<file path="src/sv/short_touch_sequence_dropper_top_assert.svh">
// Assertion macros for the short touch sequence dropper top level.
`ifndef SHORT_TOUCH_SEQUENCE_DROPPER_TOP_ASSERT_SVH
`define SHORT_TOUCH_SEQUENCE_DROPPER_TOP_ASSERT_SVH

// Same-cycle implication, checked on every clock edge outside reset.
`define STSD_ASSERT_IMP(label, ante, cons, msg) \
  label: assert property (@(posedge clk) disable iff (rst) (ante) |-> (cons)) \
    else $error(msg);

// Next-cycle implication, checked on every clock edge outside reset.
`define STSD_ASSERT_NXT(label, ante, cons, msg) \
  label: assert property (@(posedge clk) disable iff (rst) (ante) |=> (cons)) \
    else $error(msg);

`endif

</file>
<file path="src/sv/stsd_pkg.sv">
// Shared types and constants of the short touch sequence dropper.
package stsd_pkg;

  localparam int SLOT_W    = 4;
  localparam int COORD_W   = 16;
  localparam int CNT_W     = 6;
  localparam int RUN_LEN_W = 6;
  localparam int MAX_RUN   = 32;
  localparam int SLOTS_DEF = 16;
  localparam int DEPTH_DEF = 32;

  // command queue between front and back
  localparam int QDEPTH = 2;
  localparam int QAW    = $clog2(QDEPTH);

  localparam logic [RUN_LEN_W-1:0] RUN_LEN_RESET = RUN_LEN_W'(5);

  typedef struct packed {
    logic signed [COORD_W-1:0] x;
    logic signed [COORD_W-1:0] y;
    logic        [COORD_W-1:0] p;
  } sample_t;

  typedef enum logic {
    CMD_PASS,
    CMD_RUN
  } cmd_kind_t;

  typedef struct packed {
    cmd_kind_t         kind;
    logic [SLOT_W-1:0] slot;
    sample_t           smp;
    logic [CNT_W-1:0]  cnt;
  } cmd_t;

  typedef struct packed {
    logic             hold;
    logic [CNT_W-1:0] cnt;
  } slot_state_t;

  typedef struct packed {
    logic run_done;
    logic run_active;
  } bk_status_t;

  typedef enum logic {
    FR_IDLE,
    FR_DECIDE
  } fr_state_t;

  typedef enum logic [1:0] {
    BK_IDLE,
    BK_LOAD,
    BK_OUT
  } bk_state_t;

  // slot index width, at least one bit
  function automatic int slot_aw(input int slots);
    return (slots > 1) ? $clog2(slots) : 1;
  endfunction

endpackage

</file>
<file path="src/sv/stsd_queue.sv">
// Short command queue between the front and back parts.
module stsd_queue (
  input  logic           clk,
  input  logic           rst,
  input  logic           push,
  input  stsd_pkg::cmd_t push_cmd,
  output logic           full,
  input  logic           pop,
  output stsd_pkg::cmd_t head,
  output logic           empty
);
  import stsd_pkg::*;

  cmd_t           entries [QDEPTH];
  logic [QAW-1:0] wr_ptr;
  logic [QAW-1:0] rd_ptr;
  logic [QAW:0]   count;

  assign full  = (count == (QAW + 1)'(QDEPTH));
  assign empty = (count == '0);
  assign head  = entries[rd_ptr];

  // storage
  always_ff @(posedge clk) begin
    if (push) begin
      entries[wr_ptr] <= push_cmd;
    end
  end

  // pointers and fill count
  always_ff @(posedge clk) begin
    if (rst) begin
      wr_ptr <= '0;
      rd_ptr <= '0;
      count  <= '0;
    end else begin
      if (push) begin
        wr_ptr <= wr_ptr + QAW'(1);
      end
      if (pop) begin
        rd_ptr <= rd_ptr + QAW'(1);
      end
      count <= count + (QAW + 1)'(push) - (QAW + 1)'(pop);
    end
  end

endmodule

</file>
<file path="config.mk">
export PLATFORM = sky130hd
export DESIGN_NAME = stsd_queue
export DESIGN_NICKNAME = d
export VERILOG_FILES = /design/src/sv/short_touch_sequence_dropper_top_assert.svh /design/src/sv/stsd_pkg.sv /design/src/sv/stsd_queue.sv
export SDC_FILE = /design/constraint.sdc
export NUM_CORES = 1
export LEC_CHECK = 0
export BUFFER_PORTS_ARGS = -buffer_cell sky130_fd_sc_hd__buf_2
export CORE_AREA = 4 4 112 114
export CTS_BUF_LIST = sky130_fd_sc_hd__clkbuf_4 sky130_fd_sc_hd__clkbuf_8
export DETAILED_ROUTE_END_ITERATION = 8
export DIE_AREA = 0 0 116 118
export GPL_TIMING_DRIVEN = 0
export PLACE_DENSITY_LB_ADDON = 0.08
export SLEW_MARGIN = 30
export SYNTH_ARGS = -nofsm -noshare
export SYNTH_HDL_FRONTEND = slang
export SYNTH_SLANG_ARGS = --single-unit
</file>
<file path="constraint.sdc">
create_clock -name clk -period 10.6 [get_ports clk]
set_clock_uncertainty 0.05 [all_clocks]
set_input_delay 2.12 -clock clk [delete_from_list [all_inputs] [get_ports clk]]
set_output_delay 2.12 -clock clk [all_outputs]
set_load 0.01 [all_outputs]
</file>
==> metrics.log, run 1 <==
INFO  metric worst_r2r_src = wr_ptr
INFO  metric detail_route.wirelength = 8380 µm
INFO  metric netlist_instances = 205
INFO  metric timing.final.max_slew_violations = 0
INFO  metric grt_overflow_total = 0
INFO  metric utilization = 51.3%
INFO  metric number_of_antenna_violations_at_the_first_check_in_global_routing = 0
INFO  metric tritoncts_num_sinks = 123
INFO  metric postSynthAreaPerCell = 22.0 µm²
INFO  metric cellLeakagePower = 2.25 nW
INFO  metric worst_hold_startpoint = rd_ptr
INFO  metric drt_pre_antenna_iters = 4
INFO  metric synthesis.nets = 270
INFO  metric floorplan.die.width = 116 µm
INFO  metric port_buffers = 123
INFO  metric grt_pass1_vias = 2666
INFO  metric hold_path_class = flop to flop
INFO  metric cts-buffers-inserted = 17
INFO  metric io-pin-count = 124
INFO  metric tritoncts = yes
INFO  metric max-clock-path-buffers = 2
INFO  metric period_share = 35.9%
INFO  metric fmax = 0.263 GHz
INFO  metric synth_warnings = 0
INFO  metric die_y = 118 µm
INFO  metric setup-violations-final = 0
INFO  metric totalPowerFinal = 1.16 mW
INFO  metric hold_viol_final = 0
INFO  metric detailroute.via_count = 2331
INFO  metric antenna-diode-count = 0
INFO  metric final-instance-count-excl-fill = 507
INFO  metric dpl.hpwl = 5770 µm
INFO  metric number_of_filler_instances_in_the_final_layout = 1008
INFO  metric num_rows = 39
INFO  metric timing.critical_path.arrival = 1.63 ns
INFO  metric crit_path_end_kind = primary output
INFO  metric clk_transition_reported_paths = 0.06 ns
INFO  metric initial_utilization = 39.6%
INFO  metric core_area = 11400 µm²
INFO  metric grt_util_all_layers = 13.0%
INFO  metric required = 8.43 ns
INFO  metric cts_root_buffer = sky130_fd_sc_hd__clkbuf_8
INFO  metric post_cts_buffers = 0
INFO  metric maxSlewHeadroom = 63.1%
INFO  metric dpl.cell_count = 475
INFO  metric synth-seq-cells = 123
INFO  metric pwr_density_cell = 198 nW/µm²
INFO  metric status = completed
INFO  metric worstPathMaxFanout = 10
INFO  metric final_net_count = 416
INFO  metric setup.worst_path.start_class = flop
INFO  metric post_synth_num_cell_types = 14
INFO  metric max_cap_violations = 0
INFO  metric iteration_0_drc_markers = 82
INFO  metric h-tree-depth = 4
INFO  metric cts.repair.resized = 0
INFO  metric syn_area = 4520 µm²
INFO  metric cts_hold_buffers = 0
INFO  metric route.antenna.remaining_nets = 0
INFO  metric period_minus_slack = 3.80 ns
INFO  metric final_total_negative_setup_slack = 0 ns
INFO  metric detail_route.drc_violations = 0
INFO  metric drive_gt1_share = 61.5%
INFO  metric route.detailed.wl_per_inst = 16.5 µm
INFO  metric grt_max_degree = 37
INFO  metric critPathKind = flop to primary output
INFO  metric routed_via_density = 4.60
INFO  metric vdd_ir_drop_max = 85.3 µV
INFO  metric area_growth = 29.6%
INFO  metric place.gp.congestion = 0.652
INFO  metric first_pass_grt_wire_length = 13300 µm
INFO  metric grt_setup_unrepaired = no
INFO  metric worst_slew_pin_slew = 0.552 ns
INFO  metric clk_latency = 0.41 ns
INFO  metric synth_sequential_area_ratio = 80.6%
INFO  metric die_area = 13700 µm²
==> report_power, final <==
group	internal, mW	total (mW)	switching [mW]	leakage (nW)
clock network	0.279	0.455	0.176	0.211
registers	0.567	0.574	0.00749	1.15
logic	0.0678	0.133	0.0654	0.887
==> layout make-up <==
cell class	count	area, µm²	share of cell area (%)
Multi-Input combinational cell	73	821	14.0
Buffer	7	57.6	0.983
Inverter	2	7.51	0.128
Tap cell	143	179	3.05
Clock inverter	14	201	3.44
Sequential cell	123	3640	62.2
Clock buffer	18	241	4.12
Timing Repair Buffer	127	706	12.0
==> through the flow <==
| step | hold WS, ns | setup slack (ns) | instance area [µm²] |
|---|---|---|---|
| 6_report | 0.472 | 6.80 | 5860 |
| 5_1_grt | 0.523 | 6.69 | 5860 |
| 4_1_cts | 0.476 | 6.72 | 5860 |
| 3_5_place_dp | 0.455 | 7.03 | 5410 |
| 3_3_place_gp | 0.447 | 3.36 | 5310 |
| 2_1_floorplan | 0.430 | 5.35 | 4520 |
==> cells in the final DEF (no fill, tap or decap) <==
cell type	synthesis	final
sky130_fd_sc_hd__clkinv_2	0	2
sky130_fd_sc_hd__buf_12	0	1
sky130_fd_sc_hd__edfxtp_1	118	118
sky130_fd_sc_hd__clkinvlp_4	0	4
sky130_fd_sc_hd__dfxtp_1	5	5
sky130_fd_sc_hd__bufinv_16	0	5
sky130_fd_sc_hd__xnor3_1	1	1
sky130_fd_sc_hd__buf_2	4	127
sky130_fd_sc_hd__nor2_1	5	5
sky130_fd_sc_hd__mux2_4	10	10
sky130_fd_sc_hd__buf_16	0	2
sky130_fd_sc_hd__clkinv_1	0	3
sky130_fd_sc_hd__inv_1	2	2
sky130_fd_sc_hd__clkbuf_4	0	1
sky130_fd_sc_hd__ha_1	2	2
sky130_fd_sc_hd__mux2_2	49	49
sky130_fd_sc_hd__nor2b_1	3	2
sky130_fd_sc_hd__buf_8	1	2
sky130_fd_sc_hd__and2_4	0	1
sky130_fd_sc_hd__buf_6	2	2
sky130_fd_sc_hd__xnor2_1	2	2
sky130_fd_sc_hd__clkbuf_8	0	17
sky130_fd_sc_hd__nor2b_4	0	1
==> synthesized netlist by cell type <==
library cell | number | share of area, %
sky130_fd_sc_hd__nor2b_1 | 3 | 0.42
sky130_fd_sc_hd__buf_2 | 4 | 0.44
sky130_fd_sc_hd__and2_1 | 1 | 0.14
sky130_fd_sc_hd__edfxtp_1 | 118 | 78
sky130_fd_sc_hd__ha_1 | 2 | 0.55
sky130_fd_sc_hd__xnor3_1 | 1 | 0.50
sky130_fd_sc_hd__xnor2_1 | 2 | 0.39
sky130_fd_sc_hd__mux2_2 | 49 | 12
sky130_fd_sc_hd__buf_8 | 1 | 0.33
sky130_fd_sc_hd__nor2_1 | 5 | 0.42
sky130_fd_sc_hd__dfxtp_1 | 5 | 2.2
sky130_fd_sc_hd__mux2_4 | 10 | 3.3
sky130_fd_sc_hd__inv_1 | 2 | 0.17
sky130_fd_sc_hd__buf_6 | 2 | 0.50
==> state kept, by name, indices dropped and copies added, names as in the netlist, named ones only <==
| signal | count |
|---|---|
| count | 2 |
| entries | 118 |
| wr_ptr | 1 |
| rd_ptr | 1 |
==> path summary, 6_finish.rpt <==
path	endpoint	slack, ns	depth (start not counted)
setup / recovery	head[40]	6.80	5
hold / removal	rd_ptr	0.47	2
setup reg to reg	entries[0][40]	9.02	3
hold reg to reg	rd_ptr	0.47	2
==> per-layer routing <==
layer | global-route usage, % | routed length [µm] | vias up
met4 | 5.00 | 115 | 0
met1 | 13.6 | 3140 | 1147
met5 | 0 | 0 | -
met2 | 22.1 | 4430 | 78
met3 | 6.27 | 702 | 10
li1 | - | - | 1096
==> critical path, stage by stage (launching register included) <==
cell and delay (ns):
sky130_fd_sc_hd__dfxtp_1 0.32, sky130_fd_sc_hd__buf_6 0.11, sky130_fd_sc_hd__buf_6 0.16, sky130_fd_sc_hd__buf_8 0.18, sky130_fd_sc_hd__mux2_4 0.31, sky130_fd_sc_hd__buf_2 0.14
==> logic make-up after synthesis <==
| group | count (synthesis) | synth area share [%] |
|---|---|---|
| flops | 123 | 80.6 |
| mux | 59 | 15.5 |
| buf+inv | 9 | 1.44 |
| simple gates | 9 | 0.969 |
| xor+xnor | 3 | 0.886 |
| fa+ha+maj | 2 | 0.554 |
Note: power is estimated with default switching activity, not from simulation.
==> run 2, diff against run 1 <==
==> constraint.sdc (replaced) <==
create_clock -name clk -period 3.15 [get_ports clk]
set_clock_uncertainty 0.05 [all_clocks]
set_input_delay 0.63 -clock clk [delete_from_list [all_inputs] [get_ports clk]]
set_output_delay 0.63 -clock clk [all_outputs]
set_load 0.01 [all_outputs]
==> metrics.log, run 2 (same netlist as run 1, synthesis figures left out) <==
INFO  metric io-pin-count = 124
INFO  metric core_area = 11400 µm²
INFO  metric grt_setup_unrepaired = no
INFO  metric cts_root_buffer = sky130_fd_sc_hd__clkbuf_8
INFO  metric status = completed
INFO  metric maxSlewHeadroom = 73.1%
INFO  metric setup.worst_path.start_class = flop
INFO  metric largest_register = entries
INFO  metric timing.final.max_slew_violations = 0
INFO  metric grt_util_all_layers = 12.8%
INFO  metric die_y = 118 µm
INFO  metric dpl.hpwl = 5730 µm
INFO  metric port_buffers = 123
INFO  metric tritoncts_num_sinks = 123
INFO  metric die_area = 13700 µm²
INFO  metric detailed_place.area = 5410 µm²
INFO  metric pwr_density_cell = 619 nW/µm²
INFO  metric max-clock-path-buffers = 2
INFO  metric iteration_0_drc_markers = 110
INFO  metric cts-buffers-inserted = 17
INFO  metric fmax = 0.432 GHz
INFO  metric post-place-ws = 1.23 ns
INFO  metric route.antenna.remaining_nets = 0
INFO  metric dpl.cell_count = 475
INFO  metric timing.critical_path.arrival = 1.64 ns
INFO  metric post_cts_buffers = 0
INFO  metric clk_latency = 0.41 ns
INFO  metric place.gp.congestion = 0.664
INFO  metric drive_gt1_share = 62.4%
INFO  metric number_of_antenna_violations_at_the_first_check_in_global_routing = 0
INFO  metric cts_hold_buffers = 0
INFO  metric setup_ws_post_layout = 0.834 ns
INFO  metric timing.reg2reg.setup_slack = 1.66 ns
INFO  metric vdd_ir_drop_max = 351 µV
INFO  metric max_cap_violations = 0
INFO  metric worstPathMaxFanout = 10
INFO  metric setup-violations-final = 0
INFO  metric layout.cells.most_common = sky130_fd_sc_hd__buf_2
INFO  metric antenna-diode-count = 0
INFO  metric largest_reg_flops = 118
INFO  metric cpMaxStageDelayCell = sky130_fd_sc_hd__dfxtp_1
INFO  metric required = 2.47 ns
INFO  metric initial_utilization = 39.6%
INFO  metric area_growth = 27.3%
INFO  metric h-tree-depth = 4
INFO  metric drt_pre_antenna_iters = 4
INFO  metric clk_transition_reported_paths = 0.08 ns
INFO  metric hold_viol_final = 0
INFO  metric critical_path.max_stage_delay = 0.33 ns
INFO  metric crit_path_end_kind = primary output
INFO  metric critPathKind = flop to primary output
INFO  metric cellLeakagePower = 2.21 nW
INFO  metric hold_path_class = primary input to flop
INFO  metric utilization = 50.4%
INFO  metric route.detailed.wl_per_inst = 16.6 µm
INFO  metric period_share = 73.5%
INFO  metric floorplan.die.width = 116 µm
INFO  metric crit_buf_inv = 4
INFO  metric cp_cell_sequence = buf_6 -> buf_6 -> buf_8 -> mux2_4 -> buf_2
INFO  metric path_common_cell = sky130_fd_sc_hd__buf_6
INFO  metric final_net_count = 416
INFO  metric layout_top_registers = entries x118, count x2
INFO  metric grt_max_degree = 34
INFO  metric final_total_negative_setup_slack = 0 ns
INFO  metric first_pass_grt_wire_length = 13000 µm
INFO  metric period_minus_slack = 2.32 ns
INFO  metric dominant_delay_contributor_by_cell_family_on_the_critical_path = buffers and inverters
INFO  metric grt_pass1_vias = 2541
INFO  metric tritoncts = yes
INFO  metric fin_area = 5750 µm²
INFO  metric cts.repair.resized = 0
INFO  metric routed_via_density = 4.54
INFO  metric num_rows = 39
INFO  metric final-instance-count-excl-fill = 507
INFO  metric detail_route.wirelength = 8410 µm
INFO  metric detail_route.drc_violations = 0
INFO  metric worst_slew_pin_slew = 0.403 ns
INFO  metric grt_overflow_total = 0
INFO  metric detailroute.via_count = 2304
INFO  metric top_library_cells_by_usage_in_the_layout_fill_and_taps_aside = sky130_fd_sc_hd__buf_2 (127), sky130_fd_sc_hd__edfxtp_1 (118), sky130_fd_sc_hd__mux2_2 (49), sky130_fd_sc_hd__clkbuf_8 (18), sky130_fd_sc_hd__mux2_4 (10)
run 2: cell type report:
cell class / instances / area, µm²
plain buffers: 7 / 57.6
clock inverters: 9 / 52.6
flip-flops and latches: 123 / 3640
repair buffers: 127 / 706
clock buffers: 23 / 285
well taps: 143 / 179
fillers: 1016 / 5670
inverters: 2 / 7.51
multi-input cells: 73 / 821
run 2: metal layers:
layer	global-route usage (%)	share of wire, %
met1	14.8	42
met2	20.5	49
met3	5.96	8.2
met4	4.79	1.1
met5	0	0
run 2: stage by stage:
stage                     power (mW)  hold slack [ns]
after CTS                       3.62            0.314
after global routing            3.74            0.304
after floorplan                 2.22            0.430
after detailed placement        2.43            0.457
after global placement          2.41            0.444
final                           3.56            0.351
run 2: power breakdown:
| part | internal [mW] | switching [mW] |
|---|---|---|
| combinational | 0.229 | 0.220 |
| sequential | 1.91 | 0.0257 |
| clock | 0.599 | 0.582 |
| total | 2.73 | 0.827 |
run 2: worst reg2reg max path: stages, from the launching register on:
cell and delay [ns]:
sky130_fd_sc_hd__dfxtp_1 0.41, sky130_fd_sc_hd__and2_4 0.43, sky130_fd_sc_hd__buf_12 0.27
run 2: path summary, 6_finish.rpt:
path,startpoint,endpoint,depth (start not counted)
min,push_cmd[53],entries[0][53],1
max reg2reg,wr_ptr,entries[1][48],2
min reg2reg,rd_ptr,rd_ptr,2
max,flop,head[38],5
