===== src/sv/short_touch_sequence_dropper_top_assert.svh =====
// Assertion macros for the short touch sequence dropper top level.
`ifndef SHORT_TOUCH_SEQUENCE_DROPPER_TOP_ASSERT_SVH
`define SHORT_TOUCH_SEQUENCE_DROPPER_TOP_ASSERT_SVH

// Same-cycle implication, checked on every clock edge outside reset.
`define STSD_ASSERT_IMP(label, ante, cons, msg) \
  label: assert property (@(posedge clk) disable iff (rst) (ante) |-> (cons)) \
    else $error(msg);

// Next-cycle implication, checked on every clock edge outside reset.
`define STSD_ASSERT_NXT(label, ante, cons, msg) \
  label: assert property (@(posedge clk) disable iff (rst) (ante) |=> (cons)) \
    else $error(msg);

`endif


===== src/sv/stsd_pkg.sv =====
// Shared types and constants of the short touch sequence dropper.
package stsd_pkg;

  localparam int SLOT_W    = 4;
  localparam int COORD_W   = 16;
  localparam int CNT_W     = 6;
  localparam int RUN_LEN_W = 6;
  localparam int MAX_RUN   = 32;
  localparam int SLOTS_DEF = 16;
  localparam int DEPTH_DEF = 32;

  // command queue between front and back
  localparam int QDEPTH = 2;
  localparam int QAW    = $clog2(QDEPTH);

  localparam logic [RUN_LEN_W-1:0] RUN_LEN_RESET = RUN_LEN_W'(5);

  typedef struct packed {
    logic signed [COORD_W-1:0] x;
    logic signed [COORD_W-1:0] y;
    logic        [COORD_W-1:0] p;
  } sample_t;

  typedef enum logic {
    CMD_PASS,
    CMD_RUN
  } cmd_kind_t;

  typedef struct packed {
    cmd_kind_t         kind;
    logic [SLOT_W-1:0] slot;
    sample_t           smp;
    logic [CNT_W-1:0]  cnt;
  } cmd_t;

  typedef struct packed {
    logic             hold;
    logic [CNT_W-1:0] cnt;
  } slot_state_t;

  typedef struct packed {
    logic run_done;
    logic run_active;
  } bk_status_t;

  typedef enum logic {
    FR_IDLE,
    FR_DECIDE
  } fr_state_t;

  typedef enum logic [1:0] {
    BK_IDLE,
    BK_LOAD,
    BK_OUT
  } bk_state_t;

  // slot index width, at least one bit
  function automatic int slot_aw(input int slots);
    return (slots > 1) ? $clog2(slots) : 1;
  endfunction

endpackage


===== src/sv/stsd_front.sv =====
// Front part: accepts samples, looks up per-slot state and decides what to do.
module stsd_front #(
  parameter int SLOTS = stsd_pkg::SLOTS_DEF,
  parameter int DEPTH = stsd_pkg::DEPTH_DEF
) (
  input  logic                                  clk,
  input  logic                                  rst,
  input  logic                                  valid,
  output logic                                  stall,
  input  logic [stsd_pkg::SLOT_W-1:0]           slot,
  input  logic signed [stsd_pkg::COORD_W-1:0]   pos_x,
  input  logic signed [stsd_pkg::COORD_W-1:0]   pos_y,
  input  logic [stsd_pkg::COORD_W-1:0]          pressure,
  input  logic [stsd_pkg::RUN_LEN_W-1:0]        run_length,
  output logic                                  push,
  output stsd_pkg::cmd_t                        push_cmd,
  input  logic                                  q_full,
  input  stsd_pkg::bk_status_t                  bk_status,
  output logic                                  held_we,
  output logic [stsd_pkg::slot_aw(SLOTS)+$clog2(DEPTH)-1:0] held_waddr,
  output stsd_pkg::sample_t                     held_wdata
);
  import stsd_pkg::*;

  localparam int SAW = slot_aw(SLOTS);
  localparam int DW  = $clog2(DEPTH);
  localparam int LIM = (DEPTH < MAX_RUN) ? DEPTH : MAX_RUN;
  localparam int RPW = $clog2(QDEPTH + 2);

  fr_state_t state, state_next;

  logic                  accept;
  logic                  slot_ok;
  logic [SAW+SLOT_W-1:0] in_wide;
  logic [SAW-1:0]        in_idx;

  // latched request
  logic [SLOT_W-1:0] s_slot;
  logic [SAW-1:0]    s_idx;
  sample_t           s_smp;

  // per-slot state store, registered read, valid bits stand for reset
  slot_state_t st_mem [SLOTS];
  logic [SLOTS-1:0] st_vld;
  slot_state_t st_rd;
  logic        st_rd_vld;
  slot_state_t st_new;
  logic        st_we;

  logic [RPW-1:0] runs_pending;

  // decision signals
  logic                   cur_hold;
  logic [CNT_W-1:0]       cur_cnt;
  logic [CNT_W-1:0]       thr;
  logic [CNT_W-1:0]       cnt_cl;
  logic [CNT_W-1:0]       n_cnt;
  logic [DW+CNT_W-1:0]    cnt_wide;
  logic                   is_up;
  logic                   drop;
  logic                   hold_wr;
  logic                   fire;
  logic                   need_push;
  logic                   go;

  assign in_wide = {{SAW{1'b0}}, slot};
  assign in_idx  = in_wide[SAW-1:0];
  assign slot_ok = (32'(slot) < SLOTS);
  assign accept  = valid && !stall;

  // state register
  always_ff @(posedge clk) begin
    if (rst) begin
      state <= FR_IDLE;
    end else begin
      state <= state_next;
    end
  end

  // capture request and read slot state
  always_ff @(posedge clk) begin
    if (accept && slot_ok) begin
      s_slot    <= slot;
      s_idx     <= in_idx;
      s_smp     <= '{x: pos_x, y: pos_y, p: pressure};
      st_rd     <= st_mem[in_idx];
      st_rd_vld <= st_vld[in_idx];
    end
  end

  // slot state write
  always_ff @(posedge clk) begin
    if (st_we) begin
      st_mem[s_idx] <= st_new;
    end
  end

  always_ff @(posedge clk) begin
    if (rst) begin
      st_vld <= '0;
    end else if (st_we) begin
      st_vld[s_idx] <= 1'b1;
    end
  end

  // runs queued or draining in the back part
  always_ff @(posedge clk) begin
    if (rst) begin
      runs_pending <= '0;
    end else begin
      runs_pending <= runs_pending
                    + RPW'(push && (push_cmd.kind == CMD_RUN))
                    - RPW'(bk_status.run_done);
    end
  end

  // effective threshold: run_length saturated to 1..LIM
  always_comb begin
    if (run_length == '0) begin
      thr = CNT_W'(1);
    end else if (32'(run_length) > LIM) begin
      thr = CNT_W'(LIM);
    end else begin
      thr = run_length;
    end
  end

  // decision on the latched sample
  always_comb begin
    cur_hold  = st_rd_vld ? st_rd.hold : 1'b1;
    cur_cnt   = st_rd_vld ? st_rd.cnt  : '0;
    is_up     = (s_smp.p == '0);
    drop      = cur_hold && is_up && (cur_cnt < thr);
    hold_wr   = cur_hold && !drop;
    cnt_cl    = (32'(cur_cnt) >= DEPTH) ? CNT_W'(DEPTH - 1) : cur_cnt;
    n_cnt     = cnt_cl + CNT_W'(1);
    cnt_wide  = {{DW{1'b0}}, cnt_cl};
    fire      = hold_wr && (n_cnt >= thr);
    need_push = !cur_hold || fire;
    go        = !(need_push && q_full) && !(hold_wr && (runs_pending != '0));

    // new slot state
    if (!cur_hold) begin
      st_new = '{hold: is_up, cnt: cur_cnt};
    end else if (drop) begin
      st_new = '{hold: 1'b1, cnt: '0};
    end else if (fire) begin
      st_new = '{hold: 1'b0, cnt: '0};
    end else begin
      st_new = '{hold: 1'b1, cnt: n_cnt};
    end

    push_cmd.kind = cur_hold ? CMD_RUN : CMD_PASS;
    push_cmd.slot = s_slot;
    push_cmd.smp  = s_smp;
    push_cmd.cnt  = n_cnt;

    held_waddr = {s_idx, cnt_wide[DW-1:0]};
    held_wdata = s_smp;
  end

  // next state
  always_comb begin
    state_next = state;
    unique case (state)
      FR_IDLE: begin
        if (accept && slot_ok) begin
          state_next = FR_DECIDE;
        end
      end
      FR_DECIDE: begin
        if (go) begin
          state_next = FR_IDLE;
        end
      end
      default: state_next = FR_IDLE;
    endcase
  end

  // outputs
  always_comb begin
    stall   = 1'b1;
    st_we   = 1'b0;
    push    = 1'b0;
    held_we = 1'b0;
    unique case (state)
      FR_IDLE: begin
        stall = 1'b0;
      end
      FR_DECIDE: begin
        st_we   = go;
        push    = go && need_push;
        held_we = go && hold_wr;
      end
      default: stall = 1'b1;
    endcase
  end

endmodule


===== config.mk =====
export PLATFORM = sky130hd
export DESIGN_NAME = stsd_front
export DESIGN_NICKNAME = d
export VERILOG_FILES = /design/src/sv/short_touch_sequence_dropper_top_assert.svh /design/src/sv/stsd_pkg.sv /design/src/sv/stsd_front.sv
export SDC_FILE = /design/constraint.sdc
export NUM_CORES = 1
export LEC_CHECK = 0
export BUFFER_PORTS_ARGS = -buffer_cell sky130_fd_sc_hd__buf_2
export CAP_MARGIN = 15
export CORE_ASPECT_RATIO = 1.4
export CORE_MARGIN = 2
export CORE_UTILIZATION = 25
export DETAILED_ROUTE_END_ITERATION = 10
export SETUP_SLACK_MARGIN = 0.3
export SYNTH_ARGS = -nofsm -noshare
export SYNTH_HDL_FRONTEND = slang
export SYNTH_SLANG_ARGS = --single-unit

===== constraint.sdc =====
create_clock -name clk -period 3.3 [get_ports clk]
set_input_delay 0.165 -clock clk [delete_from_list [all_inputs] [get_ports clk]]
set_output_delay 0.165 -clock clk [all_outputs]
set_load 0.02 [all_outputs]

==> results of run 1 <==
## through the flow
step	power, uW	instances	setup WS, ns	setup TNS [ns]
floorplan	3475	496	0.2971	0
global placement	3710	1074	0.09838	0
detailed placement	3726	1074	-0.01096	-0.1732
CTS	5829	1160	0.1472	0
global route	6106	1178	0.07968	0
finish	5885	1178	0.2103	0
## synthesized netlist by cell type, types with 3 or more instances
| cell | count |
|---|---|
| or2_2 | 6 |
| buf_4 | 54 |
| nor2_1 | 16 |
| nand2b_1 | 6 |
| inv_1 | 12 |
| o21ai_0 | 4 |
| nor2b_1 | 19 |
| o41ai_2 | 4 |
| a41o_1 | 11 |
| nand2_1 | 25 |
| nor4_1 | 14 |
| mux4_2 | 40 |
| buf_2 | 8 |
| dfxtp_1 | 19 |
| edfxtp_1 | 172 |
| nand3_1 | 9 |
| clkbuf_1 | 10 |
| a21oi_1 | 5 |
| nor4_2 | 4 |
| ha_1 | 14 |
| xor2_1 | 3 |
| o2bb2ai_1 | 5 |
| o41ai_1 | 3 |
| or4_4 | 3 |
## layout by cell type (no fill, tap or decap), types with 3 or more instances in the layout
cell type and n:
buf_2 179, edfxtp_1 172, dlygate4sd3_1 48, mux4_2 40
buf_4 28, dfxtp_1 19, nor2b_1 18, clkbuf_16 18
buf_12 18, nor4_4 17, nor2_1 16, nand2_1 15
inv_1 12, a41o_1 11, ha_1 9, buf_6 9
nand3_1 8, nand2_8 6, or2_2 6, nand2b_1 6
ha_4 5, o41ai_2 4, nand2_2 3, o41ai_4 3
o21ai_1 3, or4_4 3, a21oi_1 3, o2bb2ai_2 3
o211a_4 3, clkinv_4 3, inv_6 3
## state kept, by name, summed over array words and instances, names as in the netlist
| signal | cells |
|---|---|
| s_idx | 4 |
| state | 1 |
| held_wdata | 48 |
| runs_pending | 2 |
| st_vld | 16 |
| st_rd_vld | 1 |
| st_rd | 7 |
| st_mem | 112 |
## timing repair
item                                    in CTS  in global routing
endpoints found under the setup margin     217                202
pin swaps                                   10                 15
cloned                                       1                  5
endpoints found under the hold margin       48                  0
gates resized for setup                     19                 41
hold buffers                                48                  0
setup buffers                                6                 13
## kinds of logic after synthesis
kind of cell	Yosys count
adder cells (fa/ha/maj)	14
AND/OR/NAND/NOR	112
flip-flops	191
XOR/XNOR	5
AO/OA/AOI/OAI	47
multiplexers	40
buffers and inverters	87
## routing by layer
layer	GRT usage [%]	vias to the layer above
li1	-	2374
met1	10.83	2544
met2	21.13	167
met3	2.073	31
met4	5.091	0
met5	0	-
## final cells by class
cell class                 count  area, um2  area share, %
clock buffer                  18      429.2          3.680
clock inverter                13      140.1          1.202
inverter                      12      45.04         0.3863
multi-input combinational    220       2850          24.44
sequential                   191       5545          47.55
tap                          440      550.5          4.721
timing repair buffer         284       2101          18.01
## worst register-to-register path, stage by stage (launching register included)
cell and delay, ns:
edfxtp_1 0.44, buf_12 0.18, nand2_8 0.12, nand2_8 0.06
ha_4 0.18, xor2_4 0.16, ha_4 0.17, nor4_4 0.26
o21ai_1 0.12, a31o_4 0.28, buf_4 0.15, buf_6 0.12
o211a_4 0.19, nor4_4 0.22, buf_12 0.17
## report_power, final
part	total, uW	leakage, uW	internal (uW)	switching (uW)
sequential	2840	0.00175	2780	54.3
combinational	1060	0.00228	433	622
clock	1990	0.000272	1110	879
## final timing paths
kind              from  depth (start not counted)  slack (ns)            to
min reg2reg  st_vld[1]                          2        0.48     st_vld[1]
max          st_rd_vld                         14        0.21  st_mem[8][4]
min              valid                          3        0.03         state
max reg2reg  st_rd_vld                         14        0.21  st_mem[8][4]
==> summary.md, run 1 <==
| Metric | Value |
|---|---|
| Post-Synth Simple-Gate Area | 7.874% |
| # diodes | 0 |
| IO Count | 183 |
| Clock Tree Buf Depth | 2 |
| Clk Latency, worst-skew pair | 0.44 ns |
| Die height | 219.3 um |
| GRT Total Usage | 10.85% |
| FMAX | 0.3237 GHz |
| HPWL Detailed | 13190 um |
| Final ANT Viol Nets | 0 |
| Status | finished, final reports clean |
| Drt drc | 0 |
| Synth Area in Compound Gates | 5.017% |
| Via count | 5116 |
| Synth async-reset ratio | 0% |
| Synth area leader | edfxtp_1 |
| Synth Area in XOR/XNOR | 0.5289% |
| Worst path bufs/invs | 4 |
| H-tree depth | 4 |
| Die area | 34610 um2 |
| Mapped cell area | 8279 um2 |
| P_leak | 0.004299 uW |
| Wl on met1 | 7272 um |
| Sink Count | 191 |
| Vias in the first global route | 5138 |
| Routed length per instance | 16.51 um |
| Share of cells above drive strength 1 | 51.08% |
| Critical Path Max Stage Delay | 0.44 ns |
| Worst VDD drop | 0.0003526 V |
| Slew HR | 48.93% |
| CORE AREA | 32500 um2 |
| Mux cell area share after synthesis | 10.88% |
| Starting Density | 25.48% |
| CP cell instances | buf_12, nand2_8, nand2_8, ha_4, xor2_4, ha_4, nor4_4, o21ai_1, a31o_4, buf_4, buf_6, o211a_4, nor4_4, buf_12 |
| Yosys warns | 0 |
| Total power per unit cell area | 504.7 nW/um2 |
| RSZ-0062 raised after global routing | true |
| Syn_nets | 574 |
| Crit end category | flop |
| Final min period | 3.090 ns |
| Primary FF master, synth | edfxtp_1 |
| CTS buffer count | 17 |
| EDFF count, synth | 172 |
| Crit share post-route | 93.63% |
| First-pass GRT wire length | 28120 um |
| Final Skew | 0.008637 ns |
| Via-to-Cell Ratio | 4.343 |
| CP required | 3.46 ns |
| Initial antenna violation count | 0 |
| Placed instance area | 10050 um2 |
| Post-synthesis sequential area ratio | 66.98% |
| Port bufs | 181 |
| Post-layout util | 35.88% |
| Post-synth top area share | 62.38% |
| CP arrival | 3.25 ns |
| Total grt overflow | 0 |
| Max layer used | met4 |
| Final nets | 804 |
| Drt pass-1 iters | 6 |
| Initial drt markers | 186 |
| Critical path class | flop to flop |
| #FFs+latches synth | 191 |
| Final-report setup violation count | 0 |
| CP top delay family | simple AND/OR/NAND/NOR gates |
| Die W | 157.8 um |
| CP Launch Type | flop |
| Hold/Removal Path Class | input pin to flop |
| Synth area leaders | edfxtp_1 62%, mux4_2 11%, buf_4 4.9%, dfxtp_1 4.6%, ha_1 2.1% |
| Clock root cell | clkbuf_16 |
| CP max FO | 7 |
| Worst hold slack | 0.03294 ns |
| Pin count of the biggest net entering global routing | 61 |
| Final Max Slew Viols | 0 |
| CTS tree | yes |
| Design area | 11660 um2 |
| Final Routed Wirelength | 19450 um |
| Mean post-synth cell area | 16.69 um2 |
| Routability cong. | 0.7529 |
| Main combinational cell family by area after synthesis | multiplexers |
| Worst-Margin Slew | 0.7660 ns |
| Fill cell count | 3050 |
| Area grow syn2layout | 40.85% |
| Fin. Hold Viols | 0 |
| Met2 WL | 10840 um |
| Worst path slowest cell | edfxtp_1 |
| Cells after Synth | 496 |
| Adder-Cell Fraction of Synth Area | 2.116% |
| Synth unique cells | 48 |
| Cell row count | 78 |
| Max-cap violations | 0 |
| Met3 WL | 846 um |
| Clock slew at reported path FFs | 0.07 ns |
Power figures use the tool's default switching activity.
==> run 2: changes to the inputs <==
--- a/config.mk
+++ b/config.mk
@@ -5,7 +5,7 @@
 export SDC_FILE = /design/constraint.sdc
 export NUM_CORES = 1
 export LEC_CHECK = 0
-export BUFFER_PORTS_ARGS = -buffer_cell sky130_fd_sc_hd__buf_2
+export BUFFER_PORTS_ARGS = -buffer_cell sky130_fd_sc_hd__buf_4
 export CAP_MARGIN = 15
 export CORE_ASPECT_RATIO = 1.4
 export CORE_MARGIN = 2
==> run 2 against run 1 <==
  * Highest routed layer unchanged
  * Non-clock buffer count is 2 higher
  * Critical path depth is 1 lower
  * Utilization grew 0.98 points
  * Critical path type is now flop to output pin
  * Largest cell class unchanged
  * Power up 1.9%
  * Count of clock-buffer cells in the layout shrank 1
  * Critical endpoint is now held_we
  * Die area is the same
==> summary.md, run 2 (synthesis gave the netlist of run 1 again) <==
| Metric | Value |
|---|---|
| Critical Path Max Stage Delay | 0.45 ns (about the same) |
| Design area | 11980 um2 (+2.7%) |
| Sink Count | 191 (unchanged) |
| Initial drt markers | 188 (+1.1%) |
| CP cell instances | buf_12, nand2_8, nand2_8, ha_4, xor2_4, ha_4, nor4_2, o21ai_1, a31o_2, buf_6, o211ai_1, and4_1, buf_6 |
| Critical path class | flop to output pin |
| Clock power frac | 34.2% (+0.3 points) |
| Max layer used | met4 |
| RSZ-0062 raised after global routing | true |
| Net Sw Power | 1638 uW (+5.3%) |
| CP required | 3.13 ns (-0.33 ns) |
| CORE AREA | 32500 um2 (unchanged) |
| Final Routed Wirelength | 19780 um (+1.7%) |
| HPWL Detailed | 13520 um (+2.4%) |
| Placed instance area | 10240 um2 (+1.8%) |
| Crit end category | output pin |
| GRT Total Usage | 11.44% (+0.59 points) |
| FMAX | 0.3145 GHz (-2.8%) |
| Fin. Hold Viols | 0 (unchanged) |
| Top reg by flops | st_mem |
| Final Max Slew Viols | 0 (unchanged) |
| CTS tree | yes |
| Worst path slowest cell | edfxtp_1 |
| Via count | 5091 (-0.49%) |
| Combinational power share | 18.4% (+0.5 points) |
| Final min period | 3.180 ns (+0.09011 ns) |
| Pin count of the biggest net entering global routing | 61 (unchanged) |
| Total power per unit cell area | 500.6 nW/um2 (-0.81%) |
| P_leak | 0.004436 uW (+3.2%) |
| Final ANT Viol Nets | 0 (unchanged) |
| Register area | 5545 um2 (unchanged) |
| Final-report setup violation count | 0 (unchanged) |
| Clock root cell | clkbuf_16 |
| Area of the multi-input gates | 2748 um2 (-3.6%) |
| Clock Tree Buf Depth | 2 (unchanged) |
| Clock slew at reported path FFs | 0.07 ns (about the same) |
| Final Skew | 0.007348 ns (-0.001289 ns) |
| Share of cells above drive strength 1 | 51.56% (+0.47 points) |
| Cell row count | 78 (unchanged) |
| CP Launch Type | flop |
| Crit share post-route | 96.36% (+2.7 points) |
| Sequential Power Share | 47.4% (-0.8 points) |
| CP arrival | 3.01 ns (-0.24 ns) |
| Setup_tns | 0 ns (unchanged) |
| Hold/Removal Path Class | input pin to flop |
| Initial antenna violation count | 0 (unchanged) |
| H-tree depth | 4 (unchanged) |
| Area grow syn2layout | 44.69% |
| # diodes | 0 (unchanged) |
| Max-cap violations | 0 (unchanged) |
| Max FFs per register | 112 (unchanged) |
| CTS buffer count | 17 (unchanged) |
| Clk Latency, worst-skew pair | 0.44 ns (about the same) |
| Routed length per instance | 16.77 um (+1.6%) |
| Starting Density | 25.48% (unchanged) |
| Worst-Margin Slew | 0.7849 ns (+0.01888 ns) |
| Fill cell count | 3051 (+0.033%) |
| Wl on met1 | 7351 um (+1.1%) |
| Port bufs | 181 (unchanged) |
| Commonest cells after routing, fill and taps aside | 204 x buf_4, 172 x edfxtp_1, 49 x dlygate4sd3_1 |
| Met3 WL | 974 um (+15%) |
| IO Count | 183 (unchanged) |
| First-pass GRT wire length | 29610 um (+5.3%) |
| Drt pass-1 iters | 4 (-2) |
| Status | finished, final reports clean |
| Most common cell after layout, fill and taps aside | buf_4 |
| Worst VDD drop | 0.0003241 V (-8.1%) |
| Slew HR | 47.67% (-1.3 points) |
| Routability cong. | 0.7747 (+2.9%) |
| Die area | 34610 um2 (unchanged) |
| Final nets | 804 (unchanged) |
| Sw Ratio | 27.32% (+0.88 points) |
| Die height | 219.3 um (unchanged) |
| Total grt overflow | 0 (unchanged) |
| Drt drc | 0 (unchanged) |
| Via-to-Cell Ratio | 4.318 (-0.57%) |
| Die W | 157.8 um (unchanged) |
| Met2 WL | 11060 um (+2.0%) |
| Vias in the first global route | 5342 (+4.0%) |
| Pint | 4358 uW (+0.67%) |
| CP max FO | 6 (-1) |
-- run 2: cell type report --
| class | instances | share of cell area, % |
|---|---|---|
| well taps | 440 | 4.596 |
| multi-input cells | 218 | 22.94 |
| inverters | 12 | 0.3760 |
| clock inverters | 15 | 1.400 |
| flip-flops and latches | 191 | 46.29 |
| repair buffers | 286 | 20.85 |
| clock buffers | 17 | 3.551 |
-- run 2: worst max-delay path: cells and delay by family, from the launching register on --
family	cells	cell delay [ns]
AOI/OAI and AO/OA	3	0.50
buffers and inverters	3	0.44
adders and majority gates	2	0.36
and+or+nand+nor	4	0.64
DFF	1	0.45
xor gates and xnor gates	1	0.17
-- run 2: worst paths after layout --
check	startpoint	endpoint	slack [ns]	depth (start not counted)
max	st_rd_vld	held_we	0.12	13
max reg2reg	st_rd_vld	st_mem[4][3]	0.16	15
min	slot[3]	s_idx[3]	0.05	1
min reg2reg	st_vld[12]	st_vld[12]	0.46	2
-- run 2: layer usage --
| metal | track usage [%] | vias up |
|---|---|---|
| met4 | 4.455 | 0 |
| met1 | 11.50 | 2541 |
| li1 | - | 2356 |
| met3 | 2.528 | 24 |
| met5 | 0 | - |
| met2 | 22.36 | 170 |
-- run 2: timing repair --
item,4_1_cts,5_1_grt
buffers inserted,28,4
gates cloned,1,1
resized for setup,39,25
setup endpoints to repair,199,180
endpoints found under the hold margin,49,0
hold buffers,49,0
pin swaps,26,29
-- run 2: stage by stage --
step | power, uW | instances | worst slack (ns) | util, % | hold slack, ns
finish | 5996 | 1179 | 0.1202 | 36.86 | 0.04804
global route | 6249 | 1179 | -0.005460 | 36.86 | 0.02551
CTS | 6014 | 1173 | 0.1066 | 36.24 | 0.02919
detailed placement | 3823 | 1063 | -0.1179 | 31.50 | 0.3444
global placement | 3805 | 1063 | 0.03927 | 31.50 | 0.3427
floorplan | 3475 | 496 | 0.2971 | - | 0.2639
-- run 2: power groups by stage --
stage | registers (uW) | clock network, uW | logic [uW]
2_1_floorplan | 2930 | 0 | 542
3_3_place_gp | 2890 | 0 | 915
3_5_place_dp | 2890 | 0 | 931
4_1_cts | 2840 | 2130 | 1050
5_1_grt | 2850 | 2220 | 1180
6_report | 2840 | 2050 | 1100
==> run 3: changes to the inputs <==
--- a/config.mk
+++ b/config.mk
@@ -8,7 +8,6 @@
 export BUFFER_PORTS_ARGS = -buffer_cell sky130_fd_sc_hd__buf_4
 export CAP_MARGIN = 15
 export CORE_ASPECT_RATIO = 1.4
-export CORE_MARGIN = 2
 export CORE_UTILIZATION = 25
 export DETAILED_ROUTE_END_ITERATION = 10
 export SETUP_SLACK_MARGIN = 0.3
==> run 3 against run 2 <==
  * Utilization fell by 0.28 points
  * Sequential power barely moved
  * Maximum frequency rose by 2.2%
  * Wire length fell by 0.24%
  * Cell count fell by 0.25%
  * Critical path depth fell by 2
  * Count of clock-buffer cells in the layout did not move
  * Critical endpoint unchanged
  * Largest power group unchanged
==> summary.md, run 3 (synthesis gave the netlist of run 1 again) <==
| Metric | Value |
|---|---|
| HPWL Detailed | 13350 um (-1.2%) |
| Crit share post-route | 94.30% (-2.1 points) |
| Net Sw Power | 1581 uW (-3.5%) |
| Placed instance area | 10210 um2 (-0.27%) |
| Total power per unit cell area | 502.2 nW/um2 (+0.32%) |
| IO Count | 183 (unchanged) |
| Die W | 155.8 um (-1.3%) |
| Initial drt markers | 297 (+58%) |
| Final Skew | 0.007093 ns (-0.0002554 ns) |
| Area grow syn2layout | 43.59% |
| RSZ-0062 raised after global routing | true |
| Pint | 4389 uW (+0.71%) |
| P_leak | 0.004392 uW (-0.98%) |
| Final Max Slew Viols | 0 (unchanged) |
| Top reg by flops | st_mem |
| Sequential Power Share | 47.6% (+0.2 points) |
| GRT Total Usage | 11.76% (+0.32 points) |
| Hold Crit Start | slot[3] |
| Critical path class | flop to output pin |
| Drt pass-1 iters | 4 (unchanged) |
| Status | finished, final reports clean |
| Hold EP | s_idx[3] |
| R2r setup slk | 0.23 ns (+0.07 ns) |
| Via-to-Cell Ratio | 4.342 (+0.55%) |
| Port bufs | 181 (unchanged) |
| Final nets | 801 (-0.37%) |
| # diodes | 0 (unchanged) |
| Total grt overflow | 0 (unchanged) |
| H-tree depth | 4 (unchanged) |
| Clock power frac | 34.3% (about the same) |
| Routed length per instance | 16.78 um (about the same) |
| FMAX | 0.3214 GHz (+2.2%) |
| Slew HR | 47.63% (about the same) |
| Vias in the first global route | 5298 (-0.82%) |
| Sink Count | 191 (unchanged) |
| Share of cells above drive strength 1 | 50.54% (-1.0 points) |
| Combinational power share | 18.1% (-0.3 points) |
| CTS buffer count | 17 (unchanged) |
| Clock root cell | clkbuf_16 |
| CTS tree | yes |
| Cell row count | 78 (unchanged) |
| Hold depth | 1 (unchanged) |
| Setup_tns | 0 ns (unchanged) |
| Worst-Margin Slew | 0.7856 ns (+0.0006981 ns) |
| Crit end category | output pin |
| Worst reg2reg path startpoint | st_rd_vld |
| Worst VDD drop | 0.0004066 V (+25%) |
| Starting Density | 25.48% (unchanged) |
| Clock Tree Buf Depth | 2 (unchanged) |
| Pin count of the biggest net entering global routing | 61 (unchanged) |
| Initial antenna violation count | 0 (unchanged) |
| CORE AREA | 32500 um2 (unchanged) |
| CP Launch Type | flop |
| Via count | 5106 (+0.29%) |
| R2R cell count | 18 (+3) |
| Max FFs per register | 112 (unchanged) |
| Clk Latency, worst-skew pair | 0.44 ns (about the same) |
| CP arrival | 2.95 ns (-0.06 ns) |
| Final ANT Viol Nets | 0 (unchanged) |
| Die height | 217.3 um (-0.91%) |
| Sw Ratio | 26.48% (-0.84 points) |
| Most common cell after layout, fill and taps aside | buf_4 |
| Clock slew at reported path FFs | 0.07 ns (about the same) |
| Max-cap violations | 0 (unchanged) |
| CP max FO | 5 (-1) |
| Critical R2R Capture | runs_pending[1] |
| Final Routed Wirelength | 19730 um (-0.24%) |
| First-pass GRT wire length | 29840 um (+0.75%) |
| Final-report setup violation count | 0 (unchanged) |
| Final min period | 3.112 ns (-0.06802 ns) |
| Die area | 33860 um2 (-2.2%) |
| Hold/Removal Path Class | input pin to flop |
| Drt drc | 0 (unchanged) |
| Routability cong. | 0.7870 (+1.6%) |
| Design area | 11890 um2 (-0.76%) |
| CP required | 3.13 ns (about the same) |
| Commonest cells after routing, fill and taps aside | 200 x buf_4, 172 x edfxtp_1, 49 x dlygate4sd3_1 |
| Fin. Hold Viols | 0 (unchanged) |
run 3: cell types whose count changed in the layout (fill, tap and decap cells not counted), sizes merged:
cell      previous run  this run
buf                236       230
clkinv               3         6
clkinvlp             2         0
inv                 21        19
o211a                1         3
bufbuf               0         1
bufinv               1         2
run 3: layer usage:
layer	GRT usage, %	vias up	wire length, um
li1	-	2362	-
met2	22.60	171	11100
met3	2.489	24	970
met4	4.771	0	398
met5	0	-	0
met1	12.14	2549	7261
run 3: metrics by stage:
| step | setup slack (ns) | hold WS (ns) | total power (uW) | utilization [%] | std cells |
|---|---|---|---|---|---|
| CTS | 0.06401 | 0.02913 | 5976 | 35.72 | 1168 |
| global route | 0.07327 | 0.03205 | 6203 | 36.58 | 1176 |
| finish | 0.1882 | 0.04733 | 5970 | 36.58 | 1176 |
| floorplan | 0.2971 | 0.2639 | 3475 | - | 496 |
| detailed placement | 0.04259 | 0.3443 | 3807 | 31.42 | 1061 |
| global placement | 0.1080 | 0.3432 | 3789 | 31.42 | 1061 |
run 3: how the worst max path moves through the flow:
stage / cells after the start / endpoint / slack (ns) / startpoint
2_1_floorplan: 12 / st_mem[10][0] / 0.30 / st_rd[5]
3_3_place_gp: 12 / st_mem[3][4] / 0.11 / st_rd_vld
3_5_place_dp: 12 / st_mem[4][2] / 0.04 / st_rd_vld
4_1_cts: 11 / held_we / 0.06 / st_rd_vld
5_1_grt: 18 / runs_pending[1] / 0.07 / st_rd_vld
6_report: 11 / held_we / 0.19 / st_rd_vld
run 3: timing repair:
action,CTS,global route
hold buffers,49,0
endpoints found under the hold margin,49,0
gates resized for setup,18,40
setup endpoints to repair,186,180
setup buffers,25,4
pin swaps,30,17
gates cloned,1,3
run 3: final cells by class:
cell class / instances / area [um2]
clock buffers: 17 / 425.4
clock inverters: 15 / 157.7
fillers: 3022 / 20610
inverters: 12 / 45.04
multi-input cells: 220 / 2738
flip-flops and latches: 191 / 5545
well taps: 440 / 550.5
repair buffers: 281 / 2426
run 3: worst max-delay path: stages, from the launching register on:
cell and delay (ns):
edfxtp_1 0.41, buf_12 0.16, nand2_1 0.11, inv_1 0.11, nand2_1 0.11, o41ai_4 0.39, ha_1 0.30, a31o_2 0.29
buf_6 0.13, o211ai_1 0.10, and4_1 0.26, buf_6 0.14
run 3: power by group through the flow:
stage | sequential, uW | clock, uW | combinational (uW)
after global placement | 2890 | 0 | 900
after detailed placement | 2890 | 0 | 915
after global routing | 2850 | 2190 | 1160
after floorplan | 2930 | 0 | 542
after CTS | 2840 | 2120 | 1020
final | 2840 | 2050 | 1080
